## src/lrc_rx_pkg.sv

```systemverilog
// Shared types and constants for the framed LRC byte receiver.
`timescale 1ns / 1ps

package lrc_rx_pkg;

   localparam int unsigned ByteWidth       = 8;
   localparam int unsigned TickWidth       = 16;
   localparam int unsigned CountWidth      = 15;
   localparam int unsigned CsrAddrWidth    = 2;
   localparam int unsigned CsrDataWidth    = 16;
   localparam int unsigned RspDataWidth    = 16;

   localparam logic [CountWidth-1:0] MaxPayload     = 15'd16384;
   localparam logic [TickWidth-1:0]  DefaultTimeout = 16'd20;

   localparam logic [ByteWidth-1:0]  StartCodeReset = 8'd2;
   localparam logic [ByteWidth-1:0]  EndCodeReset   = 8'd3;
   localparam logic [TickWidth-1:0]  TimeoutReset   = 16'd20;

   typedef enum logic [CsrAddrWidth-1:0] {
      CSR_START_CODE    = 2'd0,
      CSR_END_CODE      = 2'd1,
      CSR_TIMEOUT_TICKS = 2'd2
   } csr_index_type;

   typedef enum logic [1:0] {
      PH_HUNT = 2'd0,
      PH_DATA = 2'd1,
      PH_LRC  = 2'd2
   } phase_type;

   typedef enum logic [1:0] {
      ST_OK       = 2'd0,
      ST_LRC_ERR  = 2'd1,
      ST_TIMEOUT  = 2'd2,
      ST_OVERFLOW = 2'd3
   } frame_status_type;

   typedef struct packed {
      logic                 is_frame_end;
      logic [ByteWidth-1:0] payload_byte;
      frame_status_type     frame_status;
   } result_type;

endpackage

```

## src/stx_etx_lrc_frame_receiver_unit.sv

```systemverilog
// Framed serial byte receiver: start/end code framing, XOR LRC check, timeout and overflow.
`timescale 1ns / 1ps

// A result goes to the result register, which drives the rsp_ side, or to the skid register
// while the port is stalled; the byte or tick is decoded and the frame state updated as the
// req_ transaction is accepted. Throughput: one transaction per cycle while the skid register
// is empty; this two-entry buffer lets req_tready stay high while one result waits downstream.
// Reset (synchronous, active high) returns to hunting for the start code, clears the LRC
// and counters, empties the output buffer and restores start 2, end 3, timeout 20 ticks.
module stx_etx_lrc_frame_receiver_unit (
   input  logic                                  clock,
   input  logic                                  reset,
   // Configuration write port.
   input  logic                                  csr_we,
   input  logic [lrc_rx_pkg::CsrAddrWidth-1:0]   csr_addr,
   input  logic [lrc_rx_pkg::CsrDataWidth-1:0]   csr_wdata,
   // Input stream.
   input  logic                                  req_tvalid,
   output logic                                  req_tready,
   input  logic [lrc_rx_pkg::ByteWidth-1:0]      req_tdata,   // [7:0] rx_byte
   input  logic                                  req_tuser,   // [0] cmd (1 = timer tick)
   // Result stream.
   output logic                                  rsp_tvalid,
   input  logic                                  rsp_tready,
   output logic [lrc_rx_pkg::RspDataWidth-1:0]   rsp_tdata,   // [7:0] payload_byte,
                                                              // [9:8] frame_status, rest 0
   output logic                                  rsp_tlast    // is_frame_end
);

   // Configuration registers.
   logic [lrc_rx_pkg::ByteWidth-1:0]  start_code_ff, start_code_in;
   logic [lrc_rx_pkg::ByteWidth-1:0]  end_code_ff, end_code_in;
   logic [lrc_rx_pkg::TickWidth-1:0]  timeout_ff, timeout_in;

   // Frame state.
   lrc_rx_pkg::phase_type              phase_ff, phase_in;
   logic [lrc_rx_pkg::ByteWidth-1:0]   lrc_ff, lrc_in;
   logic [lrc_rx_pkg::CountWidth-1:0]  pcount_ff, pcount_in;
   logic [lrc_rx_pkg::TickWidth-1:0]   tick_ff, tick_in;

   // Output buffer: the result register drives the port, the skid register catches
   // a result produced while the port is stalled.
   logic                    out_valid_ff, out_valid_in;
   lrc_rx_pkg::result_type  out_ff, out_in;
   logic                    skid_valid_ff, skid_valid_in;
   lrc_rx_pkg::result_type  skid_ff, skid_in;

   // Decode of the accepted transaction.
   logic                               accept_in;
   logic                               is_tick;
   logic [lrc_rx_pkg::TickWidth-1:0]   limit;
   logic [lrc_rx_pkg::TickWidth:0]     tick_next;
   logic                               hit_timeout;
   logic                               hit_end;
   logic                               hit_start;
   logic                               hit_overflow;
   logic                               res_valid;
   lrc_rx_pkg::result_type             res;

   assign req_tready = !skid_valid_ff;
   assign accept_in  = req_tvalid && req_tready;
   assign is_tick    = req_tuser;

   // A zero timeout register falls back to the default limit.
   assign limit       = (timeout_ff == '0) ? lrc_rx_pkg::DefaultTimeout : timeout_ff;
   assign tick_next   = {1'b0, tick_ff} + {{lrc_rx_pkg::TickWidth{1'b0}}, 1'b1};
   assign hit_timeout = is_tick && (tick_next > {1'b0, limit});
   assign hit_end     = !is_tick && (req_tdata == end_code_ff);
   assign hit_start   = !is_tick && (req_tdata == start_code_ff);
   assign hit_overflow = !is_tick && !hit_end && (pcount_ff >= lrc_rx_pkg::MaxPayload);

   // Configuration writes take effect on the next edge; unknown indexes are dropped.
   always_comb begin
      start_code_in = start_code_ff;
      end_code_in   = end_code_ff;
      timeout_in    = timeout_ff;
      if (csr_we) begin
         case (csr_addr)
            lrc_rx_pkg::CSR_START_CODE:    start_code_in = csr_wdata[lrc_rx_pkg::ByteWidth-1:0];
            lrc_rx_pkg::CSR_END_CODE:      end_code_in   = csr_wdata[lrc_rx_pkg::ByteWidth-1:0];
            lrc_rx_pkg::CSR_TIMEOUT_TICKS: timeout_in    = csr_wdata[lrc_rx_pkg::TickWidth-1:0];
            default: ;
         endcase
      end
   end

   // Next phase. A frame ends (back to hunting) on timeout, overflow or the check byte.
   always_comb begin
      phase_in = phase_ff;
      case (phase_ff)
         lrc_rx_pkg::PH_DATA: begin
            if (accept_in) begin
               if (hit_timeout || hit_overflow) begin
                  phase_in = lrc_rx_pkg::PH_HUNT;
               end else if (hit_end) begin
                  phase_in = lrc_rx_pkg::PH_LRC;
               end
            end
         end
         lrc_rx_pkg::PH_LRC: begin
            if (accept_in && (hit_timeout || !is_tick)) begin
               phase_in = lrc_rx_pkg::PH_HUNT;
            end
         end
         default: begin
            phase_in = (accept_in && hit_start) ? lrc_rx_pkg::PH_DATA : lrc_rx_pkg::PH_HUNT;
         end
      endcase
   end

   // Datapath and result for the accepted transaction.
   always_comb begin
      lrc_in           = lrc_ff;
      pcount_in        = pcount_ff;
      tick_in          = tick_ff;
      res_valid        = 1'b0;
      res.is_frame_end = 1'b0;
      res.payload_byte = '0;
      res.frame_status = lrc_rx_pkg::ST_OK;
      if (accept_in) begin
         case (phase_ff)
            lrc_rx_pkg::PH_DATA, lrc_rx_pkg::PH_LRC: begin
               if (is_tick) begin
                  if (hit_timeout) begin
                     res_valid        = 1'b1;
                     res.is_frame_end = 1'b1;
                     res.frame_status = lrc_rx_pkg::ST_TIMEOUT;
                  end else begin
                     tick_in = tick_next[lrc_rx_pkg::TickWidth-1:0];
                  end
               end else if (phase_ff == lrc_rx_pkg::PH_LRC) begin
                  // Check byte: compare against the running LRC.
                  res_valid        = 1'b1;
                  res.is_frame_end = 1'b1;
                  res.frame_status = (req_tdata == lrc_ff) ? lrc_rx_pkg::ST_OK
                                                           : lrc_rx_pkg::ST_LRC_ERR;
               end else if (hit_end) begin
                  lrc_in = lrc_ff ^ req_tdata;
               end else if (hit_overflow) begin
                  res_valid        = 1'b1;
                  res.is_frame_end = 1'b1;
                  res.frame_status = lrc_rx_pkg::ST_OVERFLOW;
               end else begin
                  lrc_in           = lrc_ff ^ req_tdata;
                  pcount_in        = pcount_ff + {{(lrc_rx_pkg::CountWidth-1){1'b0}}, 1'b1};
                  res_valid        = 1'b1;
                  res.payload_byte = req_tdata;
               end
            end
            default: begin
               if (hit_start) begin
                  lrc_in    = '0;
                  pcount_in = '0;
                  tick_in   = '0;
               end
            end
         endcase
      end
   end

   // Output buffer control. New input is only taken while the skid register is empty,
   // so at most one of "drain skid" and "store new result" happens in a cycle.
   always_comb begin
      out_valid_in  = out_valid_ff;
      out_in        = out_ff;
      skid_valid_in = skid_valid_ff;
      skid_in       = skid_ff;
      if (skid_valid_ff) begin
         if (rsp_tready) begin
            out_in        = skid_ff;
            skid_valid_in = 1'b0;
         end
      end else if (!out_valid_ff || rsp_tready) begin
         out_valid_in = res_valid;
         if (res_valid) begin
            out_in = res;
         end
      end else if (res_valid) begin
         skid_valid_in = 1'b1;
         skid_in       = res;
      end
   end

   always_ff @(posedge clock) begin
      if (reset) begin
         start_code_ff <= lrc_rx_pkg::StartCodeReset;
         end_code_ff   <= lrc_rx_pkg::EndCodeReset;
         timeout_ff    <= lrc_rx_pkg::TimeoutReset;
         phase_ff      <= lrc_rx_pkg::PH_HUNT;
         lrc_ff        <= '0;
         pcount_ff     <= '0;
         tick_ff       <= '0;
         out_valid_ff  <= 1'b0;
         skid_valid_ff <= 1'b0;
      end else begin
         start_code_ff <= start_code_in;
         end_code_ff   <= end_code_in;
         timeout_ff    <= timeout_in;
         phase_ff      <= phase_in;
         lrc_ff        <= lrc_in;
         pcount_ff     <= pcount_in;
         tick_ff       <= tick_in;
         out_valid_ff  <= out_valid_in;
         skid_valid_ff <= skid_valid_in;
      end
   end

   always_ff @(posedge clock) begin
      out_ff  <= out_in;
      skid_ff <= skid_in;
   end

   assign rsp_tvalid = out_valid_ff;
   assign rsp_tlast  = out_ff.is_frame_end;
   assign rsp_tdata  = {{(lrc_rx_pkg::RspDataWidth - lrc_rx_pkg::ByteWidth - 2){1'b0}},
                        out_ff.frame_status, out_ff.payload_byte};

   // The skid register is only ever filled behind a full result register.
   a_skid_behind_out: assert property (@(posedge clock) disable iff (reset)
      skid_valid_ff |-> out_valid_ff)
      else $error("skid register holds a result while the result register is empty");

   // A data byte taken while awaiting the check byte always closes the frame.
   a_check_byte_ends_frame: assert property (@(posedge clock) disable iff (reset)
      (accept_in && !is_tick && phase_ff == lrc_rx_pkg::PH_LRC)
      |=> (phase_ff == lrc_rx_pkg::PH_HUNT))
      else $error("frame not closed after the check byte");

   // The payload counter never runs past the maximum payload length.
   a_count_bounded: assert property (@(posedge clock) disable iff (reset)
      pcount_ff <= lrc_rx_pkg::MaxPayload)
      else $error("payload counter exceeds the maximum payload length");

   // A payload byte result carries no frame status.
   a_payload_status_clear: assert property (@(posedge clock) disable iff (reset)
      (out_valid_ff && !out_ff.is_frame_end) |-> (out_ff.frame_status == lrc_rx_pkg::ST_OK))
      else $error("payload byte result carries a nonzero status");

endmodule
```

## config.mk

```make
export PLATFORM = sky130hd
export DESIGN_NAME = stx_etx_lrc_frame_receiver_unit
export DESIGN_NICKNAME = d
export VERILOG_FILES = /design/src/lrc_rx_pkg.sv /design/src/stx_etx_lrc_frame_receiver_unit.sv
export SDC_FILE = /design/constraint.sdc
export NUM_CORES = 1
export LEC_CHECK = 0
export BUFFER_PORTS_ARGS = -buffer_cell sky130_fd_sc_hd__buf_2
export CAP_MARGIN = 30
export CORE_UTILIZATION = 59
export DETAILED_ROUTE_END_ITERATION = 10
export MAX_ROUTING_LAYER = met4
export PLACE_DENSITY = 0.81
export SYNTH_ARGS = -nofsm -noshare
export SYNTH_HDL_FRONTEND = slang
export SYNTH_SLANG_ARGS = --single-unit
```

## constraint.sdc

```tcl
create_clock -name clock -period 5.6 [get_ports clock]
set_input_delay 0.84 -clock clock [delete_from_list [all_inputs] [get_ports clock]]
set_output_delay 0.84 -clock clock [all_outputs]
set_load 0.02 [all_outputs]
```

==> flow_summary.ini <==
[timing]
worst_slew_pin_slew_ns = 0.877
post-route-period-util = 0.740
setup_violations = 0
slew_headroom = 0.415
hold_viol_final = 0
timing.final.crit_period_ns = 4.14
setup_tns_ns = 0
grt_setup_unrepaired = no
fmax_mhz = 241
final.setup_skew_ns = 0.0118
slew_viol_final = 0

[run_status]
status = completed

[cells_and_area]
final_cell_mix = 75 x dfxtp_1, 64 x nor2_1, 47 x nand2_1, 44 x buf_2, 38 x a21oi_1
layout_commonest_cell = dfxtp_1
fill_cells = 690
fin_area_mm2 = 0.00559
nets = 665
drive_gt1_frac = 0.128
finalNonFillerCells = 723
antenna_cells = 0
seqCellArea_mm2 = 0.00216
area_growth_pct = 7.71
multi_input_area_mm2 = 0.00275

[min_path]
hold_path.class = reg -> reg

[power]
p_sw_uw = 310
clockPowerShare = 0.362
power_frac_seq = 0.570
p_int_uw = 964
power_uw = 1270
power_density_mw_per_mm2 = 228
ir_drop_uv = 155
netSwitchingFraction = 0.243
combPwrFrac = 0.068
p_leak_uw = 0.00231

[worst_setup_path]
reg2reg_setup_slack_ns = 1.46
critical_path_required_ns = 5.68
arrival_ns = 4.23
reg2reg_to = skid_ff[9]$_DFFE_PP_
r2r.worst_path.cells = 15
crit_fanout = 11
end_kind = register
cp-endpoint = skid_ff[9]$_DFFE_PP_
worstReg2RegStart = tick_ff[2]$_SDFFE_PP0P_
critical_path_class = reg -> reg
start_kind = register
worstSetupStartpoint = tick_ff[2]$_SDFFE_PP0P_

[synthesis]
synth_flop_cell = dfxtp_1
yosysWarnings = 0
async_flop_share = 0
synth_cells = 587
synth_top_area_share = 0.289
yosys-top-cells-area = dfxtp_1 29%, edfxtp_1 13%, ha_1 4.8%
synth_cell_type_count = 57
ys_seq_area_frac = 0.417
synth_area_per_cell_um2 = 8.84
synth_area_mm2 = 0.00519
synth_edf_count = 22
synth-seq-cells = 97
synth_top_cell_by_area = dfxtp_1

[floorplanning]
io_pins = 51
core-area_mm2 = 0.00838
dieArea_mm2 = 0.00918
die_x_um = 95.8
core.rowCount = 33
die_h_um = 95.8
start_util = 0.619

[route]
postRouteAntennaNets = 0
vias = 4178
drt_wl_total_mm = 11.3
drt_iter0_markers = 251
drt_pass1_iterations = 5
drc_errors = 0
wire_per_inst_um = 15.7
via_per_inst = 5.78

[cts]
cts_hold_buffers = 0
htreeDepth = 3
cts_setup_buffers = 0
clockBufferDepth = 2
cts_resized = 0
clk-insertion-delay-late_ns = 0.37
cts_tree = built
cts_root_buffer = clkbuf_8
cts_made_buffers = 9
clkSinkCount = 97
clk_pin_slew_ns = 0.10

[placed_design]
gp_congestion = 0.895
dp_cells = 707
io_buffers = 44
place_area_mm2 = 0.00540
dp_hpwl_mm = 8.14

[grt]
antenna_found_initial = 0
grt_pass1_wl_mm = 18.7
grt_max_degree = 74
grtUsageTotal = 0.274
grt_pass1_vias = 3981
grt-ovfl-total = 0

[run]
cap_viol_max_count = 0
[flip-flops by register name, indices dropped and copies added (netlist names), 2 cells and up]
signal	count
pcount_ff	15
timeout_ff	16
rsp_tdata	10
phase_ff	2
start_code_ff	8
end_code_ff	8
tick_ff	16
lrc_ff	8
skid_ff	11
[power groups by stage]
stage | registers [µW] | logic, µW | clock network [µW]
2_1_floorplan | 740 | 65.4 | 0
3_3_place_gp | 741 | 83.1 | 0
3_5_place_dp | 742 | 85.5 | 0
4_1_cts | 726 | 86.4 | 469
5_1_grt | 727 | 95.4 | 500
6_report | 726 | 86.5 | 461
[routing by layer]
layer / routed length [µm] / up-vias / share of wire / global-route usage
met5: 0 / - / 0 / -
met4: 220 / 0 / 0.019 / 0.113
met3: 552 / 19 / 0.049 / 0.0553
met2: 5400 / 123 / 0.48 / 0.431
met1: 5150 / 1975 / 0.45 / 0.344
li1: - / 2061 / - / -
[synthesized netlist by cell type (all sizes together) (8+ instances only)]
cell / count
o21ai: 31
a21o: 13
nor3: 21
nand3: 16
inv: 26
nor4: 11
a21oi: 39
buf: 19
clkbuf: 20
xor2: 24
nor2: 65
nand2b: 15
ha: 20
dfxtp: 75
and2: 9
nand2: 48
nand3b: 13
and3: 8
edfxtp: 22
mux2i: 15
xnor2: 24
[critical path, cell delays in order, from the launching register on]
cell and delay, ns:
dfxtp_1 0.44, and3_1 0.27, and2_1 0.16, and4_1 0.31, nand3_1 0.21, nor2_1 0.26, xor2_1 0.10, ha_1 0.30
nand3_1 0.11, nor4_1 0.32, o21ai_0 0.19, a31oi_2 0.30, nor2_1 0.11, a211o_1 0.34, nor3b_1 0.19, buf_4 0.22
[cells by family (layout without fill, tap and decap cells)]
kind of cell,count (synthesis),in the layout,share of synthesized area
flip-flops,97,97,0.417
AO/OA/AOI/OAI,105,105,0.132
AND/OR/NAND/NOR,236,236,0.235
other,1,6,0.000723
adder cells (fa/ha/maj),20,20,0.0482
XOR/XNOR,48,48,0.0810
multiplexers,15,15,0.0289
buffers and inverters,65,91,0.0576
[metrics by stage]
step           utilization  setup WS (ns)  hold WS, ns
2_1_floorplan            -           1.29        0.448
3_3_place_gp         0.644           1.64        0.461
3_5_place_dp         0.644           1.49        0.472
4_1_cts              0.667           1.47        0.486
5_1_grt              0.667          0.996        0.509
6_report             0.667           1.46        0.484
[cell type report]
type,instances,share of cell area
Multi-Input combinational cell,430,0.491
Sequential cell,97,0.387
Timing Repair Buffer,49,0.0461
Clock buffer,11,0.0235
Tap cell,105,0.0235
Inverter,26,0.0175
Clock inverter,5,0.0112
[worst min-delay path by stage]
stage	start	endpoint	slack, ns	cells after the start
5_1_grt	timeout_ff[12]$_SDFFE_PP0P_	timeout_ff[12]$_SDFFE_PP0P_	0.51	2
3_5_place_dp	timeout_ff[6]$_SDFFE_PP0P_	timeout_ff[6]$_SDFFE_PP0P_	0.47	2
3_3_place_gp	timeout_ff[9]$_SDFFE_PP0P_	timeout_ff[9]$_SDFFE_PP0P_	0.46	2
2_1_floorplan	timeout_ff[0]$_SDFFE_PP0P_	timeout_ff[0]$_SDFFE_PP0P_	0.45	2
6_report	timeout_ff[6]$_SDFFE_PP0P_	timeout_ff[6]$_SDFFE_PP0P_	0.48	2
4_1_cts	timeout_ff[6]$_SDFFE_PP0P_	timeout_ff[6]$_SDFFE_PP0P_	0.49	2
(Power assumes the default switching activity.)
